===== config.mk =====
export PLATFORM = sky130hd
export DESIGN_NAME = mts_back
export DESIGN_NICKNAME = d
export VERILOG_FILES = /design/src/design/mts_pkg.sv /design/src/design/mts_back.sv
export SDC_FILE = /design/constraint.sdc
export NUM_CORES = 1
export LEC_CHECK = 0
export ABC_AREA = 1
export BUFFER_PORTS_ARGS = -buffer_cell sky130_fd_sc_hd__clkbuf_2
export CAP_MARGIN = 25
export CORE_MARGIN = 2
export CORE_UTILIZATION = 45
export DETAILED_ROUTE_END_ITERATION = 7
export HOLD_SLACK_MARGIN = 0.05
export PLACE_DENSITY = 0.84
export SLEW_MARGIN = 30
export SYNTH_ARGS = -nofsm -noshare
export SYNTH_HDL_FRONTEND = slang
export SYNTH_SLANG_ARGS = --single-unit

===== constraint.sdc =====
create_clock -name clk -period 4.7 [get_ports clk]
set_input_delay 0.235 -clock clk [delete_from_list [all_inputs] [get_ports clk]]
set_output_delay 0.235 -clock clk [all_outputs]
set_load 0.005 [all_outputs]

===== src/design/mts_pkg.sv =====
`timescale 1ns / 1ps
// Package for the midtone transfer stretch core: sample width, full scale,
// register indexes and the types shared by the pipeline stages. No dependencies.
package mts_pkg;

  localparam int SAMPLE_BITS = 16;
  localparam int DIV_W       = 2 * SAMPLE_BITS;
  localparam int ADDR_W      = 4;

  localparam logic [SAMPLE_BITS-1:0] FULL_SCALE = {SAMPLE_BITS{1'b1}};

  typedef enum logic [1:0] {
    REG_SHADOW    = 2'd0,
    REG_HIGHLIGHT = 2'd1,
    REG_MIDTONE   = 2'd2
  } reg_index_t;

  typedef struct packed {
    logic [SAMPLE_BITS-1:0] shadow;
    logic [SAMPLE_BITS-1:0] highlight;
    logic [SAMPLE_BITS-1:0] midtone;
  } cfg_t;

  typedef struct packed {
    logic [DIV_W-1:0]       rem;
    logic [DIV_W-1:0]       den;
    logic [DIV_W-1:0]       num;
    logic [SAMPLE_BITS-1:0] quo;
    logic                   flag_lo;
    logic                   flag_hi;
  } div_t;

endpackage


===== src/design/mts_back.sv =====
`timescale 1ns / 1ps
// Output stage: finishes the transfer quotient, applies the window and midtone
// end cases and holds the result register. Depends on mts_pkg.
module mts_back (
  input  logic                            clk,
  input  logic                            rst,
  input  mts_pkg::cfg_t                   cfg,
  input  logic                            in_valid,
  output logic                            in_ready,
  input  mts_pkg::div_t                   in_data,
  output logic                            out_valid,
  input  logic                            out_ready,
  output logic [mts_pkg::SAMPLE_BITS-1:0] out_sample
);
  import mts_pkg::*;

  logic [SAMPLE_BITS-1:0] quo_fix;
  logic [SAMPLE_BITS-1:0] sample_next;

  assign in_ready = !out_valid || out_ready;
  assign quo_fix  = in_data.quo - SAMPLE_BITS'(in_data.rem < in_data.num);

  always_comb begin
    priority if (cfg.highlight <= cfg.shadow) begin
      sample_next = '0;
    end else if (cfg.midtone == '0) begin
      sample_next = '0;
    end else if (cfg.midtone == FULL_SCALE) begin
      sample_next = FULL_SCALE;
    end else if (in_data.flag_hi) begin
      sample_next = FULL_SCALE;
    end else if (in_data.flag_lo) begin
      sample_next = '0;
    end else begin
      sample_next = quo_fix;
    end
  end

  always_ff @(posedge clk) begin
    if (rst) begin
      out_valid <= 1'b0;
    end else if (in_ready) begin
      out_valid <= in_valid;
    end
  end

  always_ff @(posedge clk) begin
    if (in_ready && in_valid) begin
      out_sample <= sample_next;
    end
  end

endmodule


==> results of run 1 <==
final cells by class:
| type | instances | area (sq um) | area share [%] |
|---|---|---|---|
| Clock buffer | 4 | 45.0 | 1.31 |
| Inverter | 92 | 345 | 10.0 |
| Multi-Input combinational cell | 277 | 1700 | 49.3 |
| Sequential cell | 17 | 500 | 14.5 |
| Tap cell | 72 | 90.1 | 2.62 |
| Timing Repair Buffer | 152 | 763 | 22.2 |
metal layers:
layer	GRT usage (%)	up-vias	share of wire [%]
li1	-	1542	-
met1	22.4	1204	39
met2	38.7	110	53
met3	2.15	10	7.0
met4	4.83	0	1.4
met5	0	-	0
state kept, by name, summed over array words and instances, names as in the netlist:
signal	count
out_valid	1
out_sample	16
stage by stage:
step | power [uW] | hold slack (ns)
after floorplan | 322 | 0.304
after global placement | 409 | 0.390
after detailed placement | 418 | 0.407
after CTS | 521 | 0.146
after global routing | 561 | 0.150
final | 515 | 0.147
where the power goes:
part / internal, uW / switching (uW) / total, uW
clock: 59.9 / 42.5 / 102
sequential: 183 / 3.10 / 186
combinational: 108 / 119 / 227
total: 351 / 165 / 515
synthesized netlist by cell type (all sizes together):
cell     n  area, sq um
edfxtp  16          480
dfxtp    1         20.0
nand4    4         25.0
nand2   83          324
a21oi   28          140
nor3     9         60.1
o21ai   11         55.1
xnor2    1         8.76
inv     92          345
buf      2         25.0
ha      49          613
nand3   26          140
o21bai   3         30.0
o21a     1         7.51
nor3b    2         15.0
nor2    59          272
nor4     1         6.26
worst register-to-register path, delay by kind of cell, from the launching register on:
family                 cells  cell delay [ns]
AOI/OAI and AO/OA          1             0.14
DFF                        1             0.32
buffers and inverters      1             0.25
cell families (layout without fill, tap and decap cells):
family | Yosys count | after routing | synth area share (%)
AOI/OAI and AO/OA | 43 | 43 | 9.06
xor gates and xnor gates | 1 | 1 | 0.341
adders and majority gates | 49 | 49 | 23.9
buffers and inverters | 94 | 248 | 14.4
DFF | 17 | 17 | 19.5
and+or+nand+nor | 184 | 184 | 32.8
how the worst max path moves through the flow:
stage | cells after the start | end | slack (ns) | start
final | 21 | out_sample[10]$_SDFFCE_PP0P_ | 2.23 | in_data[23]
after CTS | 21 | out_sample[10]$_SDFFCE_PP0P_ | 2.22 | in_data[23]
after global routing | 21 | out_sample[10]$_SDFFCE_PP0P_ | 1.94 | in_data[23]
after detailed placement | 21 | out_sample[10]$_SDFFCE_PP0P_ | 1.98 | in_data[23]
after global placement | 21 | out_sample[10]$_SDFFCE_PP0P_ | 1.98 | in_data[23]
after floorplan | 20 | out_sample[10]$_SDFFCE_PP0P_ | 2.34 | in_data[23]
==> summary.txt, run 1 <==
Clocking
  • Root buffer cell: clkbuf_8
  • Hold-fix buffers, CTS: 0
  • Post-CTS Setup Bufs: 0
  • CTS Sinks: 17
  • Insertion delay to the later sink of the worst-skew pair: 0.24 ns
  • Cts repair resizes: 0
  • TritonCTS Buffers: 3
  • CTS tree: yes
  • Htree depth: 1
  • CTS clk-pin slew, worst paths: 0.06 ns
  • CTS Buffer Depth: 2

Timing
  • Period utilization: 52.6%
  • Fmax: a little over 400 MHz
  • Worst-Margin Slew: 0.378 ns
  • PnR worst setup slack: 2.23 ns
  • Setup TNS: 0 ns
  • Unrepaired setup endpoints after global routing: no
  • Fin crit period: between 2 and 2.5 ns
  • Worst-case clock skew: 0.00662 ns
  • Final count of pins violating max slew: 0
  • Max-Slew Margin vs Limit: 74.8%
  • Final hold vios: 0
  • Final setup fails: 0

GRT
  • GRT Overall Usage: around a fifth
  • Vias in the first global route: approximately 2,700
  • Initial antenna violation count: 0
  • Remaining global-route overflow: 0
  • Largest net degree at the start of global routing: 17
  • First-pass GRT wire length: 10,500 microns

Critical path
  • CP required: 4.70 ns
  • Flop2flop setup slack: 3.69 ns
  • CP Capture Type: flip-flop
  • Reg2Reg Depth: 2
  • CP delay by family, top: simple AND/OR/NAND/NOR gates
  • Critical path class: input port to flip-flop
  • CP max stage cell: ha_1
  • Crit path top cell by count: nand2_1
  • CP startpoint kind: input port
  • WP buf/inv: 4
  • R2r endpoint: out_sample[1]$_SDFFCE_PP0P_
  • Critical-path cell list: clkbuf_2 > inv_1 > ha_1 > a21oi_1 > nor2_1 > nor3_1 > nand2_1 > nand2_1 > nand2_1 > a21oi_1 > ha_1 > ha_1 > nand2_2 > inv_2 > nand2_2 > nor2_1 > nand3_1 > nand3_1 > nand2_1 > inv_1 > nor2_2
  • CP max FO: 4
  • Crit-path max cell delay: 0.30 ns
  • WP data arrival: 2.47 ns
  • Worst r2r src: out_valid$_SDFFE_PP0N_

Synthesis
  • Yosys cell types: 27
  • Ys Warns: 0
  • Synth Instances: just under 400
  • Area of the mapped netlist: ~2600 sq um
  • Seq/Total Area, Yosys: 19.5%
  • Mapped Nets: around 600
  • FF+latch count, synth: 17
  • Synthesized area per cell: 6.62 sq um

Drt
  • Post-DR vias/cell: 4.67
  • Antenna-violating nets left: 0
  • DR pass1 iterations: 4
  • DRC Markers: 0
  • Via Count: 2,866
  • Routed WL: 6090 microns
  • Wire per inst: 9.91 microns
  • DRT iter0 DRCs: 129

Cells and area
  • Fillers: 519
  • Layout cells sized above 1: 34.1%
  • Nets: between 700 and 800
  • Post-Route Utilization: 62.5%
  • Commonest non-fill, non-tap cell in the layout: clkbuf_2
  • Most frequent cells in the layout: 151 x clkbuf_2, 88 x inv_1, 80 x nand2_1
  • N_diodes: 0
  • Post-route cell area: 3440 sq um
  • Non-Filler Instances: 614
  • Area grow syn2layout: 34.0%

Pwr
  • Maximum vdd drop: 0.124 mV
  • Leak Pwr: 0.00213 uW
  • Power Density: 150 nW/um^2

Hold path
  • Worst hold path class: input port to flip-flop
  • Hold EP: out_valid$_SDFFE_PP0N_
  • Worst Hold Depth: 2
  • Hold_sp: rst

Floorplanning
  • Std cell rows: 27
  • Core ar.: 5510 sq um
  • Starting Density: 46.6%
  • Die Y: approximately 80 microns
  • # IOs: 184
  • Die Wd: 79.5 microns
  • Die area: 6330 sq um

Placed design
  • Post-DP Area: 3400 sq um
  • DP Worst Slack: 1.98 ns
  • Placed wire-length estimate: 5650 microns
  • Placed insts: a little over 600
  • Gp weighted congestion: 0.935
  • # port buffers: ~150

Run
  • Max-cap violations: 0

Run status
  • Outcome: finished clean
Note: power is estimated with default switching activity, not from simulation.
==> inputs of run 2 (changes only) <==
--- a/config.mk
+++ b/config.mk
@@ -9,10 +9,10 @@
 export BUFFER_PORTS_ARGS = -buffer_cell sky130_fd_sc_hd__clkbuf_2
 export CAP_MARGIN = 25
 export CORE_MARGIN = 2
-export CORE_UTILIZATION = 45
+export CORE_UTILIZATION = 42
 export DETAILED_ROUTE_END_ITERATION = 7
 export HOLD_SLACK_MARGIN = 0.05
-export PLACE_DENSITY = 0.84
+export PLACE_DENSITY = 0.79
 export SLEW_MARGIN = 30
 export SYNTH_ARGS = -nofsm -noshare
 export SYNTH_HDL_FRONTEND = slang
==> constraint.sdc (replaced) <==
create_clock -name clk -period 2.5 [get_ports clk]
set_input_delay 0.125 -clock clk [delete_from_list [all_inputs] [get_ports clk]]
set_output_delay 0.125 -clock clk [all_outputs]
set_load 0.005 [all_outputs]
==> run 2 against run 1 <==
  * Clock power is 99% higher
  * Die area rose by 6.8%
  * Core utilization shrank 3.5 points
  * First-iteration DRC count up 41%
  * Setup slack worse by 2.0 ns
  * Design area rose by 1.4%
  * Largest power group unchanged
  * Via count increased by 3.3%
  * Clock-buffer cell count is the same
  * Register-to-register slack worse by 2.2 ns
  * Highest routed layer unchanged
  * Sequential power grew 89%
  * Power up 93%
  * Sequential share of layout area down 0.20 points
==> summary.txt, run 2 (synthesis results as in run 1) <==
Pwr
  • Tot Pwr: slightly below 1000 uW
  • Maximum vdd drop: 0.235 mV
  • Power Density: 284 nW/um^2
  • Leak Pwr: 0.00216 uW

Drt
  • Wire per inst: 10.7 microns
  • Routed WL: 6630 microns
  • DRC Markers: 0
  • Via Count: 2,961
  • DR pass1 iterations: 4
  • DRT iter0 DRCs: around 180
  • Post-DR vias/cell: 4.76
  • Antenna-violating nets left: 0

Floorplanning
  • Core ar.: 5920 sq um
  • Starting Density: 43.4%
  • Std cell rows: 28
  • Die Y: 82.2 microns
  • # IOs: 184
  • Die area: 6750 sq um
  • Die Wd: between 80 and 90 microns

Clocking
  • Htree depth: 1
  • CTS tree: yes
  • Root buffer cell: clkbuf_8
  • CTS Buffer Depth: 2
  • TritonCTS Buffers: 3
  • CTS Sinks: 17
  • Insertion delay to the later sink of the worst-skew pair: 0.25 ns
  • CTS clk-pin slew, worst paths: 0.07 ns

Cells and area
  • Max reg flops: 16
  • Commonest non-fill, non-tap cell in the layout: clkbuf_2
  • Most frequent cells in the layout: 151 x clkbuf_2, 88 x inv_1, 80 x nand2_1
  • Post-route cell area: 3490 sq um
  • Nets: about 760
  • N_diodes: 0
  • Area grow syn2layout: 35.9%
  • Largest regs: out_sample x16, out_valid x1
  • Largest Register: out_sample
  • Layout cells sized above 1: 34.7%

GRT
  • Vias in the first global route: around 2,900
  • First-pass GRT wire length: 11,000 microns
  • Initial antenna violation count: 0
  • Largest net degree at the start of global routing: 17
  • GRT Overall Usage: 20.0%
  • Remaining global-route overflow: 0

Timing
  • Worst-case clock skew: ~0.0059 ns
  • Final setup fails: 0
  • Final count of pins violating max slew: 0
  • Period utilization: 89.0%
  • Final hold vios: 0
  • Unrepaired setup endpoints after global routing: no
  • Setup TNS: 0 ns
  • Max-Slew Margin vs Limit: 74.8%
  • Worst-Margin Slew: 0.378 ns
  • Fin crit period: 2.23 ns
  • Fmax: 449 MHz

Critical path
  • CP delay by family, top: simple AND/OR/NAND/NOR gates
  • WP data arrival: 2.24 ns
  • CP Capture Type: flip-flop
  • Crit-path max cell delay: ~0.30 ns
  • CP max stage cell: ha_1
  • CP max FO: 3
  • WP buf/inv: 4
  • CP required: 2.51 ns
  • Critical path class: input port to flip-flop
  • Crit path top cell by count: nand2_1
  • CP startpoint kind: input port
  • Critical-path cell list: clkbuf_2 > inv_1 > ha_1 > a21oi_1 > nor2_1 > nor3_2 > nand2_1 > nand2_1 > nand2_1 > a21oi_1 > ha_1 > ha_1 > nand2_2 > inv_2 > nand2_2 > nor2_1 > nand3_1 > nand3_1 > nand2_1 > inv_1 > nor2_2

Hold path
  • Worst hold path class: input port to flip-flop

Run
  • Max-cap violations: 0

Placed design
  • Post-DP Area: 3430 sq um
  • Placed wire-length estimate: between 5000 and 6000 microns
  • Gp weighted congestion: 0.900
  • # port buffers: ~150

Run status
  • Outcome: finished clean
## run 2: final cells by class
cell class,count,area (sq um)
timing repair buffer,157,803
fill,571,2430
tap,75,93.8
inverter,92,345
clock buffer,4,45.0
sequential,17,500
multi-input combinational,277,1700
## run 2: worst reg2reg max path, cell delays in order (launching register included)
cell	delay, ns
dfxtp_1	0.32
a21oi_1	0.14
buf_4	0.25
## run 2: where the power goes
group	leakage [uW]	internal, uW	switching (uW)
Sequential	0.000168	344	6.18
Clock	0.0000228	113	90.1
Combinational	0.00197	208	231
## run 2: worst paths after layout
check,end,from,slack (ns),cells past startpoint
setup / recovery,out_sample[10]$_SDFFCE_PP0P_,in_data[23],0.27,21
hold / removal,out_valid$_SDFFE_PP0N_,in_valid,0.14,3
setup reg to reg,out_sample[0]$_SDFFCE_PP0P_,out_valid$_SDFFE_PP0N_,1.47,2
hold reg to reg,out_valid$_SDFFE_PP0N_,out_valid$_SDFFE_PP0N_,0.52,2
## run 2: stage by stage
step | utilization [%] | cells | hold slack [ns] | worst slack, ns
finish | 58.9 | 622 | 0.144 | 0.274
global route | 58.9 | 622 | 0.146 | 0.0198
CTS | 58.9 | 622 | 0.146 | 0.237
detailed placement | 57.9 | 617 | 0.291 | -0.0107
global placement | 57.9 | 617 | 0.281 | 0.0494
floorplan | - | 388 | 0.194 | 0.252
## run 2: timing repair
| action | 4_1_cts | 5_1_grt |
|---|---|---|
| setup buffers | 0 | 0 |
| hold endpoints to repair | 1 | 0 |
| hold buffers | 1 | 0 |
| resized for setup | 0 | 1 |
| endpoints found under the setup margin | 0 | 4 |
## run 2: per-layer routing
layer	global-route usage [%]	share of wire, %
met2	39.8	52
met4	6.17	1.9
met1	21.9	40
met3	1.74	6.3
met5	0	0
==> inputs of run 3 (changes only) <==
--- a/config.mk
+++ b/config.mk
@@ -9,10 +9,10 @@
 export BUFFER_PORTS_ARGS = -buffer_cell sky130_fd_sc_hd__clkbuf_2
 export CAP_MARGIN = 25
 export CORE_MARGIN = 2
-export CORE_UTILIZATION = 42
+export CORE_UTILIZATION = 38
 export DETAILED_ROUTE_END_ITERATION = 7
 export HOLD_SLACK_MARGIN = 0.05
-export PLACE_DENSITY = 0.79
+export PLACE_DENSITY = 0.75
 export SLEW_MARGIN = 30
 export SYNTH_ARGS = -nofsm -noshare
 export SYNTH_HDL_FRONTEND = slang
==> constraint.sdc (replaced) <==
create_clock -name clk -period 2 [get_ports clk]
set_input_delay 0.1 -clock clk [delete_from_list [all_inputs] [get_ports clk]]
set_output_delay 0.1 -clock clk [all_outputs]
set_load 0.005 [all_outputs]
==> run 3 against run 2 <==
  * Largest cell class unchanged
  * Worst hold slack got worse by 0.045 ns
  * Non-clock buffer count up 3
  * Critical path depth did not move
  * Clock skew shrank 0.0048 ns
  * Largest power group unchanged
  * Global-route usage shrank 2.1 points
  * Sequential power is 25% higher
  * First-iteration DRC count decreased by 34%
  * Sequential cell count unchanged
  * Setup slack worse by 0.34 ns
  * Design area is 9.8% higher
  * Combinational power grew 42%
  * The run now ends with setup timing left
  * Routed wire length hardly changed
==> summary.txt, run 3 (synthesis results as in run 1) <==
Critical path
  • CP max FO: 3
  • WP buf/inv: 4
  • CP max stage cell: ha_4
  • CP delay by family, top: simple AND/OR/NAND/NOR gates
  • CP startpoint kind: input port
  • Critical-path cell list: buf_6 > inv_4 > ha_4 > a21oi_2 > nor2_1 > nor3_2 > nand2_1 > nand2_1 > nand2_2 > a21oi_4 > ha_4 > ha_4 > nand2_4 > inv_4 > nand2_4 > nor2_4 > nand3_2 > nand3_2 > nand2_1 > inv_1 > nor2_2
  • CP Capture Type: flip-flop
  • WP data arrival: just over 2 ns
  • Critical path class: input port to flip-flop
  • CP required: between 1.5 and 2 ns
  • Crit-path max cell delay: 0.19 ns

Floorplanning
  • Core ar.: between 6000 and 7000 sq um
  • # IOs: 184
  • Std cell rows: 29
  • Die area: 7430 sq um
  • Die Y: 86.2 microns
  • Die Wd: 86.2 microns
  • Starting Density: 39.8%

Cells and area
  • Most frequent cells in the layout: 150 x clkbuf_2, 77 x nand2_1, 74 x inv_1
  • Largest regs: out_sample x16, out_valid x1
  • Max reg flops: 16
  • Post-Route Utilization: 59.3%
  • N_diodes: 0
  • Area grow syn2layout: 49.3%
  • Layout cells sized above 1: 44.4%
  • Nets: about 770
  • Largest Register: out_sample
  • Commonest non-fill, non-tap cell in the layout: clkbuf_2
  • Fillers: 591

Timing
  • Worst-case clock skew: between 0.001 and 0.0015 ns
  • Final hold vios: 0
  • Hold WS: 0.0981 ns
  • Unrepaired setup endpoints after global routing: yes
  • Final setup fails: 8
  • Period utilization: 103%
  • PnR worst setup slack: -0.0671 ns
  • Final count of pins violating max slew: 0
  • Fmax: 484 MHz
  • Fin crit period: 2.07 ns
  • Worst-Margin Slew: 0.422 ns
  • Max-Slew Margin vs Limit: 71.8%

Clocking
  • TritonCTS Buffers: 3
  • CTS Sinks: 17
  • Htree depth: 1
  • CTS Buffer Depth: 2
  • Root buffer cell: clkbuf_8
  • CTS tree: yes
  • CTS clk-pin slew, worst paths: 0.06 ns
  • Insertion delay to the later sink of the worst-skew pair: 0.24 ns

Pwr
  • Leak Pwr: approximately 0.0022 uW
  • Tot Pwr: 1300 uW
  • Maximum vdd drop: 0.187 mV
  • Power Density: about 340 nW/um^2

Drt
  • DR pass1 iterations: 4
  • Via Count: 2,928
  • DRT iter0 DRCs: 120
  • Antenna-violating nets left: 0
  • Post-DR vias/cell: 4.67
  • Wire per inst: 10.6 microns
  • DRC Markers: 0
  • Routed WL: roughly 6600 microns

Run
  • Max-cap violations: 0

Run status
  • Outcome: finished, violations left
  • Violated checks: setup timing

Placed design
  • Gp weighted congestion: 0.875
  • # port buffers: 151
  • Placed wire-length estimate: 5840 microns

GRT
  • Remaining global-route overflow: 0
  • GRT Overall Usage: 17.9%
  • Initial antenna violation count: 0
  • First-pass GRT wire length: ~11,000 microns
  • Vias in the first global route: 2,918
  • Largest net degree at the start of global routing: 17

Hold path
  • Worst hold path class: input port to flip-flop
-- run 3: power breakdown --
part / internal [uW] / switching, uW
logic: 299 / 325
registers: 431 / 7.92
clock network: 141 / 98.0
total: 871 / 431
-- run 3: worst reg2reg max path: cells and delay by family, from the launching register on --
kind / cells / cell delay [ns]
AO/OA/AOI/OAI: 1 / 0.14
buffers and inverters: 1 / 0.24
flip-flops: 1 / 0.32
-- run 3: through the flow --
stage	std cells	setup TNS [ns]	setup WS (ns)	cell area, sq um
floorplan	388	-0.260	-0.117	2730
global placement	620	-3.87	-0.346	3600
detailed placement	620	-4.73	-0.409	3600
CTS	625	0	0.000124	3700
global route	627	-2.39	-0.233	3830
finish	627	-0.270	-0.0671	3830
-- run 3: cell type report --
class                   count  area (sq um)  share of cell area (%)
multi-input cells         277          2000                    52.2
inverters                  92           353                    9.21
well taps                  77          96.3                    2.51
repair buffers            160           836                    21.8
flip-flops and latches     17           500                    13.1
clock buffers               4          45.0                    1.18
-- run 3: metal layers --
layer	vias to the layer above	share of wire (%)	global-route usage, %
li1	1556	-	-
met1	1265	38	19.0
met2	93	54	35.7
met3	14	5.2	1.90
met4	0	2.6	6.82
met5	-	0	0
-- run 3: path summary, 6_finish.rpt --
path,from,to,slack (ns),cells past startpoint
worst max-delay path,in_data[23],out_sample[10]$_SDFFCE_PP0P_,-0.07,21
worst max register to register,out_valid$_SDFFE_PP0N_,out_sample[6]$_SDFFCE_PP0P_,0.99,2
worst min register to register,out_valid$_SDFFE_PP0N_,out_valid$_SDFFE_PP0N_,0.51,2
worst min-delay path,in_valid,out_valid$_SDFFE_PP0N_,0.1,3
-- run 3: timing repair --
action / in CTS / in global routing
gates cloned: 0 / 0
endpoints found under the setup margin: 13 / 14
pin swaps: 14 / 26
resized for setup: 9 / 30
hold buffers: 1 / 0
setup buffers: 0 / 2
hold endpoints to repair: 1 / 0
